==> src/hdl/crt_pkg.sv <==
// ----------------------------------------------------------------------------
// Chunk reassembly tracker package
// Command and verdict codes, register indexes, beat types and fixed limits
// shared by the tracker and its port checker.
// ----------------------------------------------------------------------------
package crt_pkg;

   localparam int MAX_CHUNKS_DEF = 1024;
   localparam int MAX_RANGES     = 64;

   // The received bitmap is stored as rows of WORD_BITS flags.
   localparam int WORD_BITS = 32;
   localparam int BIT_AW    = 5;

   localparam int CSR_AW = 3;

   localparam logic [15:0] MIN_FRAME     = 16'd6;
   localparam logic [15:0] BEGIN_LEN     = 16'd22;
   localparam logic [15:0] CHUNK_HDR_LEN = 16'd16;

   localparam logic [24:0] STAGE_CAP_RESET = 25'd1048576;

   typedef enum logic [1:0] {
      CMD_CLEAR  = 2'd0,
      CMD_BEGIN  = 2'd1,
      CMD_CHUNK  = 2'd2,
      CMD_REPORT = 2'd3
   } cmd_type;

   typedef enum logic [3:0] {
      V_STAGED   = 4'd0,
      V_MANIFEST = 4'd1,
      V_SHORT    = 4'd2,
      V_MAGIC    = 4'd3,
      V_LENGTH   = 4'd4,
      V_SEQ      = 4'd5,
      V_CRC      = 4'd6,
      V_DUP      = 4'd7,
      V_BOUND    = 4'd8,
      V_TOO_BIG  = 4'd9,
      V_CLEARED  = 4'd10
   } verdict_type;

   typedef enum logic {
      KIND_VERDICT = 1'b0,
      KIND_RANGE   = 1'b1
   } kind_type;

   typedef enum logic {
      CSR_MAGIC    = 1'b0,
      CSR_CAPACITY = 1'b1
   } csr_idx_type;

   typedef struct packed {
      cmd_type     command;
      logic [15:0] datagram_len;
      logic [31:0] frame_magic;
      logic [15:0] announced_total;
      logic [15:0] announced_chunk_size;
      logic [15:0] chunk_index;
      logic [15:0] body_len;
      logic [31:0] header_crc;
      logic [31:0] payload_crc;
   } req_type;

   typedef struct packed {
      kind_type    result_kind;
      verdict_type verdict;
      logic [23:0] stage_offset;
      logic        range_valid;
      logic [9:0]  range_start;
      logic [9:0]  range_end;
      logic [6:0]  range_count;
      logic [10:0] have_count;
      logic        last;
   } rsp_type;

endpackage

==> src/hdl/chunk_reassembly_tracker.sv <==
// ----------------------------------------------------------------------------
// Chunk reassembly tracker
// Begin and chunk commands: the row is read on start; the decode state checks
// the frame, sets the chunk's flag by a read-modify-write of that row and
// registers the result. No new command is taken while busy. Clear command:
// zeroes each of the ceil(MAX_CHUNKS/32) bitmap rows, then gives a cleared
// verdict. Report: rows are read and scanned. Results cannot be stalled.
// Synchronous reset clears the session and zeroes every row with busy high.
// ----------------------------------------------------------------------------
module chunk_reassembly_tracker #(
   parameter int MAX_CHUNKS = crt_pkg::MAX_CHUNKS_DEF
) (
   input  logic                      clock,
   input  logic                      reset,
   input  logic                      start,
   output logic                      busy,
   input  crt_pkg::req_type          req_data,
   output logic                      rsp_valid,
   output crt_pkg::rsp_type          rsp_data,
   input  logic                      csr_psel,
   input  logic                      csr_penable,
   input  logic                      csr_pwrite,
   input  logic [crt_pkg::CSR_AW-1:0] csr_paddr,
   input  logic [31:0]               csr_pwdata,
   output logic [31:0]               csr_prdata,
   output logic                      csr_pready
);

   localparam int ROWS   = (MAX_CHUNKS + crt_pkg::WORD_BITS - 1) / crt_pkg::WORD_BITS;
   localparam int ROW_AW = (ROWS > 1) ? $clog2(ROWS) : 1;
   localparam int CW     = $clog2(MAX_CHUNKS + 1);
   localparam logic [ROW_AW-1:0] LAST_ROW  = ROW_AW'(ROWS - 1);
   localparam logic [16:0]       MAX_CHK_W = 17'(MAX_CHUNKS);

   typedef enum logic [5:0] {
      S_IDLE     = 6'b000001,
      S_CLR      = 6'b000010,
      S_DEC      = 6'b000100,
      S_REP_RD   = 6'b001000,
      S_REP_SCAN = 6'b010000,
      S_REP_FIN  = 6'b100000
   } state_type;

   function automatic logic [ROW_AW-1:0] row_of(input logic [15:0] idx);
      return idx[ROW_AW+crt_pkg::BIT_AW-1:crt_pkg::BIT_AW];
   endfunction

   // Control state
   state_type         state_ff, state_in;
   logic              manifest_ff, manifest_in;
   logic [CW-1:0]     total_ff, total_in;
   logic [15:0]       csize_ff, csize_in;
   logic [CW-1:0]     count_ff, count_in;
   logic [ROW_AW-1:0] sweep_ff, sweep_in;
   logic              clr_emit_ff, clr_emit_in;
   logic              rsp_valid_ff, rsp_valid_in;
   logic [31:0]       magic_ff, magic_in;
   logic [24:0]       cap_ff, cap_in;

   // Command and walk payload
   crt_pkg::req_type  req_ff, req_in;
   logic [31:0]       product_ff, product_in;
   logic [CW-1:0]     cursor_ff, cursor_in;
   logic              open_ff, open_in;
   logic [CW-1:0]     start_ff, start_in;
   logic [6:0]        nr_ff, nr_in;
   logic              pend_valid_ff, pend_valid_in;
   logic [CW-1:0]     pend_start_ff, pend_start_in;
   logic [CW-1:0]     pend_end_ff, pend_end_in;
   logic [6:0]        pend_count_ff, pend_count_in;
   crt_pkg::rsp_type  rsp_ff, rsp_in;

   // Bitmap memory
   logic [crt_pkg::WORD_BITS-1:0] bitmap_mem [ROWS];
   logic [crt_pkg::WORD_BITS-1:0] rd_row_ff;
   logic                          mem_we;
   logic [ROW_AW-1:0]             mem_waddr;
   logic [crt_pkg::WORD_BITS-1:0] mem_wdata;
   logic                          mem_re;
   logic [ROW_AW-1:0]             mem_raddr;

   logic                 cfg_write;
   crt_pkg::csr_idx_type csr_idx;
   logic [15:0]          cur16;
   logic [15:0]          nxt16;
   logic                 cur_bit;
   logic [16:0]          len_sum;
   logic [32:0]          chunk_end;
   crt_pkg::verdict_type verdict_v;

   assign busy       = (state_ff != S_IDLE);
   assign rsp_valid  = rsp_valid_ff;
   assign rsp_data   = rsp_ff;
   assign csr_pready = 1'b1;
   assign csr_idx    = crt_pkg::csr_idx_type'(csr_paddr[2]);
   assign cfg_write  = csr_psel && csr_penable && csr_pwrite;

   assign cur16     = 16'(cursor_ff);
   assign nxt16     = cur16 + 16'd1;
   assign cur_bit   = rd_row_ff[cur16[crt_pkg::BIT_AW-1:0]];
   assign len_sum   = 17'(crt_pkg::CHUNK_HDR_LEN) + 17'(req_ff.body_len);
   assign chunk_end = {1'b0, product_ff} + 33'(req_ff.body_len);

   always_comb begin
      csr_prdata = '0;
      case (csr_idx)
         crt_pkg::CSR_MAGIC:    csr_prdata = magic_ff;
         crt_pkg::CSR_CAPACITY: csr_prdata = 32'(cap_ff);
         default:               csr_prdata = '0;
      endcase
   end

   always_comb begin
      magic_in = magic_ff;
      cap_in   = cap_ff;
      if (cfg_write) begin
         case (csr_idx)
            crt_pkg::CSR_MAGIC:    magic_in = csr_pwdata;
            crt_pkg::CSR_CAPACITY: cap_in   = csr_pwdata[24:0];
            default:               magic_in = magic_ff;
         endcase
      end
   end

   always_comb begin
      state_in      = state_ff;
      manifest_in   = manifest_ff;
      total_in      = total_ff;
      csize_in      = csize_ff;
      count_in      = count_ff;
      sweep_in      = sweep_ff;
      clr_emit_in   = clr_emit_ff;
      req_in        = req_ff;
      product_in    = product_ff;
      cursor_in     = cursor_ff;
      open_in       = open_ff;
      start_in      = start_ff;
      nr_in         = nr_ff;
      pend_valid_in = pend_valid_ff;
      pend_start_in = pend_start_ff;
      pend_end_in   = pend_end_ff;
      pend_count_in = pend_count_ff;
      rsp_valid_in  = 1'b0;
      rsp_in        = '0;
      mem_we        = 1'b0;
      mem_waddr     = '0;
      mem_wdata     = '0;
      mem_re        = 1'b0;
      mem_raddr     = '0;
      verdict_v     = crt_pkg::V_STAGED;

      case (state_ff)
         S_IDLE: begin
            if (start) begin
               req_in     = req_data;
               product_in = 32'(req_data.chunk_index) * 32'(csize_ff);
               mem_re     = 1'b1;
               mem_raddr  = row_of(req_data.chunk_index);
               case (req_data.command)
                  crt_pkg::CMD_CLEAR: begin
                     manifest_in = 1'b0;
                     total_in    = '0;
                     csize_in    = '0;
                     count_in    = '0;
                     sweep_in    = '0;
                     clr_emit_in = 1'b1;
                     state_in    = S_CLR;
                  end
                  crt_pkg::CMD_BEGIN,
                  crt_pkg::CMD_CHUNK: begin
                     state_in = S_DEC;
                  end
                  crt_pkg::CMD_REPORT: begin
                     cursor_in     = '0;
                     open_in       = 1'b0;
                     nr_in         = '0;
                     pend_valid_in = 1'b0;
                     state_in      = S_REP_RD;
                  end
                  default: state_in = S_IDLE;
               endcase
            end
         end

         S_CLR: begin
            mem_we    = 1'b1;
            mem_waddr = sweep_ff;
            mem_wdata = '0;
            if (sweep_ff == LAST_ROW) begin
               state_in = S_IDLE;
               if (clr_emit_ff) begin
                  rsp_valid_in   = 1'b1;
                  rsp_in.verdict = crt_pkg::V_CLEARED;
                  rsp_in.last    = 1'b1;
               end
            end else begin
               sweep_in = sweep_ff + 1'b1;
            end
         end

         S_DEC: begin
            if (req_ff.command == crt_pkg::CMD_BEGIN) begin
               if (req_ff.datagram_len < crt_pkg::MIN_FRAME) begin
                  verdict_v = crt_pkg::V_SHORT;
               end else if (req_ff.frame_magic != magic_ff) begin
                  verdict_v = crt_pkg::V_MAGIC;
               end else if (req_ff.datagram_len < crt_pkg::BEGIN_LEN) begin
                  verdict_v = crt_pkg::V_SHORT;
               end else if (17'(req_ff.announced_total) > MAX_CHK_W) begin
                  verdict_v = crt_pkg::V_TOO_BIG;
               end else begin
                  verdict_v   = crt_pkg::V_STAGED;
                  manifest_in = 1'b1;
                  total_in    = CW'(req_ff.announced_total);
                  csize_in    = req_ff.announced_chunk_size;
               end
            end else begin
               if (req_ff.datagram_len < crt_pkg::MIN_FRAME) begin
                  verdict_v = crt_pkg::V_SHORT;
               end else if (req_ff.frame_magic != magic_ff) begin
                  verdict_v = crt_pkg::V_MAGIC;
               end else if (req_ff.datagram_len < crt_pkg::CHUNK_HDR_LEN) begin
                  verdict_v = crt_pkg::V_SHORT;
               end else if (len_sum != 17'(req_ff.datagram_len)) begin
                  verdict_v = crt_pkg::V_LENGTH;
               end else if (!manifest_ff) begin
                  verdict_v = crt_pkg::V_MANIFEST;
               end else if (17'(req_ff.chunk_index) >= 17'(total_ff)) begin
                  verdict_v = crt_pkg::V_SEQ;
               end else if (req_ff.payload_crc != req_ff.header_crc) begin
                  verdict_v = crt_pkg::V_CRC;
               end else if (rd_row_ff[req_ff.chunk_index[crt_pkg::BIT_AW-1:0]]) begin
                  verdict_v = crt_pkg::V_DUP;
               end else if (chunk_end > 33'(cap_ff)) begin
                  verdict_v = crt_pkg::V_BOUND;
               end else begin
                  verdict_v           = crt_pkg::V_STAGED;
                  mem_we              = 1'b1;
                  mem_waddr           = row_of(req_ff.chunk_index);
                  mem_wdata           = rd_row_ff |
                                        (crt_pkg::WORD_BITS'(1) <<
                                         req_ff.chunk_index[crt_pkg::BIT_AW-1:0]);
                  count_in            = count_ff + 1'b1;
                  rsp_in.stage_offset = product_ff[23:0];
               end
            end
            rsp_valid_in   = 1'b1;
            rsp_in.verdict = verdict_v;
            rsp_in.last    = 1'b1;
            state_in       = S_IDLE;
         end

         S_REP_RD: begin
            mem_re    = 1'b1;
            mem_raddr = row_of(cur16);
            state_in  = S_REP_SCAN;
         end

         S_REP_SCAN: begin
            // A closed range waits in the pending slot, so the final entry of
            // the report can still be marked last when the walk ends.
            if ((cursor_ff >= total_ff) || (cur_bit && open_ff)) begin
               if (open_ff) begin
                  nr_in         = nr_ff + 7'd1;
                  open_in       = 1'b0;
                  pend_valid_in = 1'b1;
                  pend_start_in = start_ff;
                  pend_end_in   = cursor_ff - 1'b1;
                  pend_count_in = nr_ff + 7'd1;
                  if (pend_valid_ff) begin
                     rsp_valid_in       = 1'b1;
                     rsp_in.result_kind = crt_pkg::KIND_RANGE;
                     rsp_in.range_valid = 1'b1;
                     rsp_in.range_start = 10'(pend_start_ff);
                     rsp_in.range_end   = 10'(pend_end_ff);
                     rsp_in.range_count = pend_count_ff;
                  end
               end
            end else if (!cur_bit && !open_ff) begin
               open_in  = 1'b1;
               start_in = cursor_ff;
            end

            if ((cursor_ff >= total_ff) ||
                (cur_bit && open_ff && ((nr_ff + 7'd1) == 7'(crt_pkg::MAX_RANGES)))) begin
               state_in = S_REP_FIN;
            end else begin
               cursor_in = CW'(nxt16);
               if (nxt16[crt_pkg::BIT_AW-1:0] == '0) begin
                  state_in = S_REP_RD;
               end
            end
         end

         S_REP_FIN: begin
            rsp_valid_in       = 1'b1;
            rsp_in.result_kind = crt_pkg::KIND_RANGE;
            rsp_in.last        = 1'b1;
            if (pend_valid_ff) begin
               rsp_in.range_valid = 1'b1;
               rsp_in.range_start = 10'(pend_start_ff);
               rsp_in.range_end   = 10'(pend_end_ff);
               rsp_in.range_count = pend_count_ff;
            end
            state_in = S_IDLE;
         end

         default: state_in = S_IDLE;
      endcase

      rsp_in.have_count = 11'(count_in);
   end

   always_ff @(posedge clock) begin
      if (mem_we) begin
         bitmap_mem[mem_waddr] <= mem_wdata;
      end
      if (mem_re) begin
         rd_row_ff <= bitmap_mem[mem_raddr];
      end
   end

   always_ff @(posedge clock) begin
      if (reset) begin
         state_ff     <= S_CLR;
         manifest_ff  <= 1'b0;
         total_ff     <= '0;
         csize_ff     <= '0;
         count_ff     <= '0;
         sweep_ff     <= '0;
         clr_emit_ff  <= 1'b0;
         rsp_valid_ff <= 1'b0;
         magic_ff     <= '0;
         cap_ff       <= crt_pkg::STAGE_CAP_RESET;
      end else begin
         state_ff     <= state_in;
         manifest_ff  <= manifest_in;
         total_ff     <= total_in;
         csize_ff     <= csize_in;
         count_ff     <= count_in;
         sweep_ff     <= sweep_in;
         clr_emit_ff  <= clr_emit_in;
         rsp_valid_ff <= rsp_valid_in;
         magic_ff     <= magic_in;
         cap_ff       <= cap_in;
      end
   end

   always_ff @(posedge clock) begin
      req_ff        <= req_in;
      product_ff    <= product_in;
      cursor_ff     <= cursor_in;
      open_ff       <= open_in;
      start_ff      <= start_in;
      nr_ff         <= nr_in;
      pend_valid_ff <= pend_valid_in;
      pend_start_ff <= pend_start_in;
      pend_end_ff   <= pend_end_in;
      pend_count_ff <= pend_count_in;
      rsp_ff        <= rsp_in;
   end

endmodule

==> config.mk <==
export PLATFORM = sky130hd
export DESIGN_NAME = chunk_reassembly_tracker
export DESIGN_NICKNAME = d
export VERILOG_FILES = /design/src/hdl/crt_pkg.sv /design/src/hdl/chunk_reassembly_tracker.sv
export SDC_FILE = /design/constraint.sdc
export NUM_CORES = 2
export LEC_CHECK = 0
export BUFFER_PORTS_ARGS = -buffer_cell sky130_fd_sc_hd__buf_2
export CAP_MARGIN = 30
export CORE_ASPECT_RATIO = 1.5
export CORE_MARGIN = 5
export CORE_UTILIZATION = 30
export CTS_CLUSTER_DIAMETER = 200
export CTS_CLUSTER_SIZE = 8
export DETAILED_ROUTE_END_ITERATION = 12
export GPL_ROUTABILITY_DRIVEN = 0
export PLACE_DENSITY = 0.49
export RECOVER_POWER = 100
export SLEW_MARGIN = 20
export SYNTH_ARGS = -nofsm -noshare
export SYNTH_HDL_FRONTEND = slang
export SYNTH_SLANG_ARGS = --single-unit
==> constraint.sdc <==
create_clock -name clock -period 10.15 [get_ports clock]
set_input_delay 1.5225 -clock clock [delete_from_list [all_inputs] [get_ports clock]]
set_output_delay 1.5225 -clock clock [all_outputs]
set_load 0.005 [all_outputs]
# ---- Word-level counts from Yosys, hierarchy flattened
# Memory sizes are Yosys's and may differ from the RTL's. A register that Yosys moved wholly into a read port is not among the register bits.
# Index checks and enable logic that the tools add are counted.
dict set report totals {
  romBits 0
  regBits 445
  ramBits 1024
  out_inout_bits 104
  latchBits 0
  wordCells 258
  n_memories 1
  inputBits 219
}
dict set report classes {
  reduce_logical 29
  addsub 7
  n_eq_ne 31
  bitwise_logic 5
  n_shift 1
  n_mux 137
  order_cmp 9
  div 0
  multipliers 1
}
# memory depth width rd rd_clocked_by_memory_dff wr line_no
set memory_table {}
lappend memory_table {bitmap_mem 32 32 1 1 1 chunk_reassembly_tracker.sv:74} ;# logic [crt_pkg::WORD_BITS-1:0] bitmap_mem [ROWS];
# operator count
set op_table {}
lappend op_table {{32-bit two-way mux} 11}
lappend op_table {{11-bit two-way mux} 22}
lappend op_table {{16-bit two-way mux} 7}
lappend op_table {{28-bit two-way mux} 3}
lappend op_table {{5-bit two-way mux} 14}
lappend op_table {{11-bit case mux with 2 select lines} 3}
lappend op_table {{4-bit two-way mux} 16}
lappend op_table {{32-bit != test} 2}
lappend op_table {{32-bit case mux with 2 select lines} 1}
lappend op_table {{28-bit case mux with 2 select lines} 1}
lappend op_table {{32-bit by 16-bit adder with 33-bit output} 1}
lappend op_table {{33-bit by 25-bit > comparator with 1-bit output} 1}
lappend op_table {{1-bit two-way mux} 33}
lappend op_table {{16-bit by 5-bit less-than comparator with 1-bit output (second input constant)} 2}
lappend op_table {{16-bit by 16-bit multiplier with 32-bit output} 1}
lappend op_table {{32-bit OR} 1}
lappend op_table {{16-bit case mux with 2 select lines} 1}
lappend op_table {{1-bit by 5-bit left shift with 32-bit output (first input constant)} 1}
lappend op_table {{5-bit case mux with 2 select lines} 3}
lappend op_table {{7-bit two-way mux} 4}
lappend op_table {{6-bit two-way mux} 4}
lappend op_table {{6-bit case mux with 4 select lines} 1}
lappend op_table {{11-bit by 1-bit adder with 11-bit output (second input constant)} 2}
lappend op_table {{2-bit != test (second input constant)} 11}
lappend op_table {{other kinds (43)} 74}

# ---- Longest topological paths before layout
dict set report depth {
  depth_word 15
  mapped_depth 26
}

# ---- Worst setup path before layout
# OpenSTA, ideal clock, no wires.
dict set report synth_path {
  kind {input-to-reg}
  startpoint {input start}
  endpoint {register rd_row_ff[10] in the netlist's numbering, read port of bitmap_mem, data pin}
  n_path_buf 2
  cell_stages 9
  slack_ns 2.442
  t_arrival_ns 7.578
  cell_sequence {nand2_1 > inv_1 > a22oi_1 > clkbuf_1 > clkbuf_1 > a311oi_1 > a211oi_1 > a211oi_1 > a21o_1}
}
dict set report synth_between {
  elab_chain_len 2
  elab_cells_between_ends 4
  cone_classes {4 x mux}
}
# item line_no
set synth_lines {}
lappend synth_lines {{from (decl)} chunk_reassembly_tracker.sv:15} ;# input logic start,
lappend synth_lines {{5-bit two-way mux / 1-bit two-way mux (equally long branches)} chunk_reassembly_tracker.sv:154} ;# if (start) begin
lappend synth_lines {{5-bit case mux with 2 select lines / 1-bit case mux with 2 select lines (equally long branches)} chunk_reassembly_tracker.sv:152} ;# case (state_ff)
lappend synth_lines {{to (decl)} chunk_reassembly_tracker.sv:75} ;# logic [crt_pkg::WORD_BITS-1:0] rd_row_ff;
# Parallel ways exist; a longest one is shown, timed or not.
# A chain may end at the register's enable or synchronous reset.

# ---- Final worst setup path
dict set report layout_path {
  startpoint {register req_ff[64] in the netlist's numbering}
  endpoint {memory bitmap_mem[27][20] in the netlist's numbering (enable)}
}
dict set report layout_between {
  elab_chain_len 15
  elab_cells_between_ends 28
  cone_classes {2 x add/sub; 1 x order compare; 1 x eq/ne; 24 x mux}
}
# item line_no
set layout_lines {}
lappend layout_lines {{from (decl)} chunk_reassembly_tracker.sv:61} ;# crt_pkg::req_type req_ff, req_in;
lappend layout_lines {{from (signal assigned)} chunk_reassembly_tracker.sv:350} ;# req_ff <= req_in;
lappend layout_lines {{32-bit by 16-bit adder with 33-bit output} chunk_reassembly_tracker.sv:102} ;# assign chunk_end = {1'b0, product_ff} + 33'(req_ff.body_len);
lappend layout_lines {{33-bit by 25-bit > comparator with 1-bit output} chunk_reassembly_tracker.sv:234} ;# end else if (chunk_end > 33'(cap_ff)) begin
lappend layout_lines {{1-bit two-way mux} chunk_reassembly_tracker.sv:234}
lappend layout_lines {{1-bit two-way mux} chunk_reassembly_tracker.sv:232} ;# end else if (rd_row_ff[req_ff.chunk_index[crt_pkg::BIT_AW-1:0]]) begin
lappend layout_lines {{1-bit two-way mux} chunk_reassembly_tracker.sv:230} ;# end else if (req_ff.payload_crc != req_ff.header_crc) begin
lappend layout_lines {{1-bit two-way mux} chunk_reassembly_tracker.sv:228} ;# end else if (17'(req_ff.chunk_index) >= 17'(total_ff)) begin
lappend layout_lines {{1-bit two-way mux} chunk_reassembly_tracker.sv:226} ;# end else if (!manifest_ff) begin
lappend layout_lines {{1-bit two-way mux} chunk_reassembly_tracker.sv:224} ;# end else if (len_sum != 17'(req_ff.datagram_len)) begin
lappend layout_lines {{1-bit two-way mux} chunk_reassembly_tracker.sv:222} ;# end else if (req_ff.datagram_len < crt_pkg::CHUNK_HDR_LEN) begin
lappend layout_lines {{1-bit two-way mux} chunk_reassembly_tracker.sv:220} ;# end else if (req_ff.frame_magic != magic_ff) begin
lappend layout_lines {{1-bit two-way mux} chunk_reassembly_tracker.sv:218} ;# if (req_ff.datagram_len < crt_pkg::MIN_FRAME) begin
lappend layout_lines {{1-bit two-way mux} chunk_reassembly_tracker.sv:202} ;# if (req_ff.command == crt_pkg::CMD_BEGIN) begin
lappend layout_lines {{1-bit case mux with 2 select lines} chunk_reassembly_tracker.sv:152}
lappend layout_lines {{1-bit two-way mux} chunk_reassembly_tracker.sv:315} ;# if (mem_we) begin
lappend layout_lines {{1-bit two-way mux (implied by the code)} chunk_reassembly_tracker.sv:316} ;# bitmap_mem[mem_waddr] <= mem_wdata;
lappend layout_lines {{to (decl)} chunk_reassembly_tracker.sv:74}
# Parallel ways exist; a longest one is shown, timed or not.

==> impl_metrics.toml <==
[clock_network]
insertion_delay_ps = 840
ctsResizeCount = 0
clockRootBuffer = "clkbuf_16"
htree_levels = 4
numCtsBuffers = 205
cts_setup_buffers = 0
clk_pin_slew_ps = 50
cts_tree = "yes"
ctsHoldBuffers = 0
clock_sinks = 1501
clockBufferDepth = 3

[critical_path]
cp_num_buf_inv = 1
worst-setup-path-type = "flop to flop"
slowest_stage = "clkbuf_1"
path_delay_family = "simple AND/OR/NAND/NOR gates"
critical_path_peak_fanout = 15
crit_arrival_ps = 9320
worst_setup_path_start_kind = "flop"
worst_setup_path_end_kind = "flop"
crit_chain = "ha_1 > fa_1 > a211oi_1 > o31a_1 > a21oi_1 > o21ai_0 > nand2_1 > xor2_1 > ha_1 > nand4_1 > nor4_1 > nand4_1 > o21a_1 > o21ai_0 > o221ai_1 > nor4_4 > and4_1 > nand3_1 > o21a_1 > nor2_1 > clkbuf_1"
cp_data_required_time_ps = 10570
max_stage_delay_ps = 1160

[synth]
synth_ff_type = "edfxtp_1"
synth_edf_count = 1323
synthMuxAreaShare = 0.0112
ys_top_cells_by_area = "edfxtp_1 57%, fa_1 5.6%, dfxtp_1 5.1%, nand2_1 4.8%, a211oi_1 4.0%"
synthAdderAreaFrac = 0.0883
synth_area_um2 = 69700
synth_cell_types = 76
yosys.area.top_type = "edfxtp_1"
yosys_warnings = 0
synth_top_area_frac = 0.570
synth_top_family_by_area = "simple AND/OR/NAND/NOR gates"
synthXorXnorAreaFrac = 0.0194
synthSimpleGateAreaFrac = 0.117
syn_area_per_cell_um2 = 12.6
postSynthCellCount = 5547
synth_compound_area_frac = 0.109
ys_async_sr_fraction = 0
yosysSeqAreaShare = 0.621
ys_ff_latch = 1501
synth.net_count = 6140

[layout]
area_delta_synth_final_pct = 15.5
drive_gt1_frac = 0.0938
utilization = 0.348
nets = 6456
fillers = 22700
final_common_cell = "edfxtp_1"
final_cells = 9019
final_cell_mix = "1323 x edfxtp_1, 892 x nand2_1, 369 x and2_1, 369 x a211oi_1, 292 x inv_1"

[sta]
setup_tns_ps = 0
tightestPinTransition_ps = 3650
period_needed_ps = 8890
setup_viol = 0
max_slew_margin = -1.45
rsz0062_at_grt = "false"
slew_violations = 1160
clock.fmax_mhz = 112
fin_crit_sh = 0.876
hold_violations = 0
skew_ps = 58.7

[floorplan]
io_pins = 323
fp.coreArea_um2 = 231000
die_area_um2 = 242000
rows = 216
fp.dieW_um = 404
die_h_um = 600
start_util = 0.302

[routing]
drc = 0
wl_per_cell_um = 22.8
vias_per_cell = 5.00
wirelength_mm = 206
vias = 45100
antenna_left = 0
drtPass1Iterations = 7
drt_iter0_markers = 3169

[placed_design]
numPortBuffers = 319
dpl.hpwl_mm = 130
dp_cells = 8706

[global_route]
antenna_found_initial = 10
grt-ovfl-total = 0
grt_pass1_wl_mm = 304
grt_pass1_vias = 46200
grt_max_degree = 170
grt_usage = 0.166

[outcome]
violations = "max-capacitance violations, max-slew violations"
status = "finished with violations"

[power_and_ir_drop]
power_density_nw_per_um2 = 171
p_leak_nw = 27.8
vdd.ir_drop.worst_v = 0.000172

[flow_run]
drv_cap = 39

[hold_path]
hold_class = "flop to flop"
-- registers in the layout (all words and copies together) (netlist names), 16 cells and up --
name        cells
product_ff     32
rd_row_ff      32
req_ff        178
csize_ff       16
rsp_data       69
magic_ff       32
bitmap_mem   1024
cap_ff         25
-- cell type report --
class	count	area, um2	share of cell area
Sequential cell	1501	43300	0.538
Multi-Input combinational cell	3417	24200	0.300
Clock buffer	290	5470	0.0680
Tap cell	3052	3820	0.0475
Timing Repair Buffer	444	2280	0.0284
Inverter	294	1100	0.0137
Clock inverter	15	314	0.00390
Antenna cell	6	15.0	0.000187
-- kinds of logic (layout without fill, tap and decap cells) --
family                   after synthesis  after routing
other                                  1              7
adder cells (fa/ha/maj)              375            375
AO/OA/AOI/OAI                       1110           1110
AND/OR/NAND/NOR                     1724           1724
flip-flops                          1501           1501
XOR/XNOR                             154            154
multiplexers                          53             53
buffers and inverters                629           1043
-- metrics by stage --
stage	worst slack (ps)	power [mW]	instance area [um2]	hold slack, ps
final	1260	13.8	80500	416
after global routing	826	14.2	80500	428
after CTS	1850	13.9	81100	415
after detailed placement	1570	7.64	75300	405
after global placement	1490	7.63	75200	402
after floorplan	2440	7.31	69700	400
-- final timing paths --
kind                                            start                            to  slack, ps  cells past startpoint
worst max register to register   req_ff[64]$_DFFE_PP_  bitmap_mem[27][20]$_DFFE_PP_       1260                     21
worst max-delay path             req_ff[64]$_DFFE_PP_  bitmap_mem[27][20]$_DFFE_PP_       1260                     21
worst min-delay path            start_ff[2]$_DFFE_PP_    pend_start_ff[2]$_DFFE_PP_        420                      0
worst min register to register  start_ff[2]$_DFFE_PP_    pend_start_ff[2]$_DFFE_PP_        420                      0
-- where the power goes --
group | switching, mW | leakage [nW] | internal, mW
combinational | 0.412 | 11.3 | 0.205
clock | 2.57 | 2.77 | 3.69
sequential | 0.0400 | 13.7 | 6.83
-- worst register-to-register path, cell delays in order, from the launching register on --
cell and delay [ps]:
edfxtp_1 470, ha_1 270, fa_1 430, a211oi_1 290, o31a_1 290, a21oi_1 170, o21ai_0 390, nand2_1 170
xor2_1 170, ha_1 300, nand4_1 230, nor4_1 580, nand4_1 170, o21a_1 130, o21ai_0 190, o221ai_1 340
nor4_4 610, and4_1 490, nand3_1 120, o21a_1 360, nor2_1 1150, clkbuf_1 1170
-- synth_stat cells, drive strengths merged (33+ instances only) --
cell    instances
edfxtp       1323
inv           293
nand2         893
a21oi         280
nand4          33
clkbuf        315
a31oi         139
and2          409
nor4           34
ha            179
a211oi        369
a21o           65
a311oi        128
o21ai          48
dfxtp         178
nor2          148
xor2          109
xnor2          45
nand3          79
fa            195
-- layer usage --
layer,up-vias,GRT usage,routed length [um]
met4,10,0.0502,5970
met2,1206,0.299,105000
met5,-,0,75
li1,20800,-,-
met1,22800,0.201,82900
met3,336,0.0299,11300
Note: power is estimated with default switching activity, not from simulation.
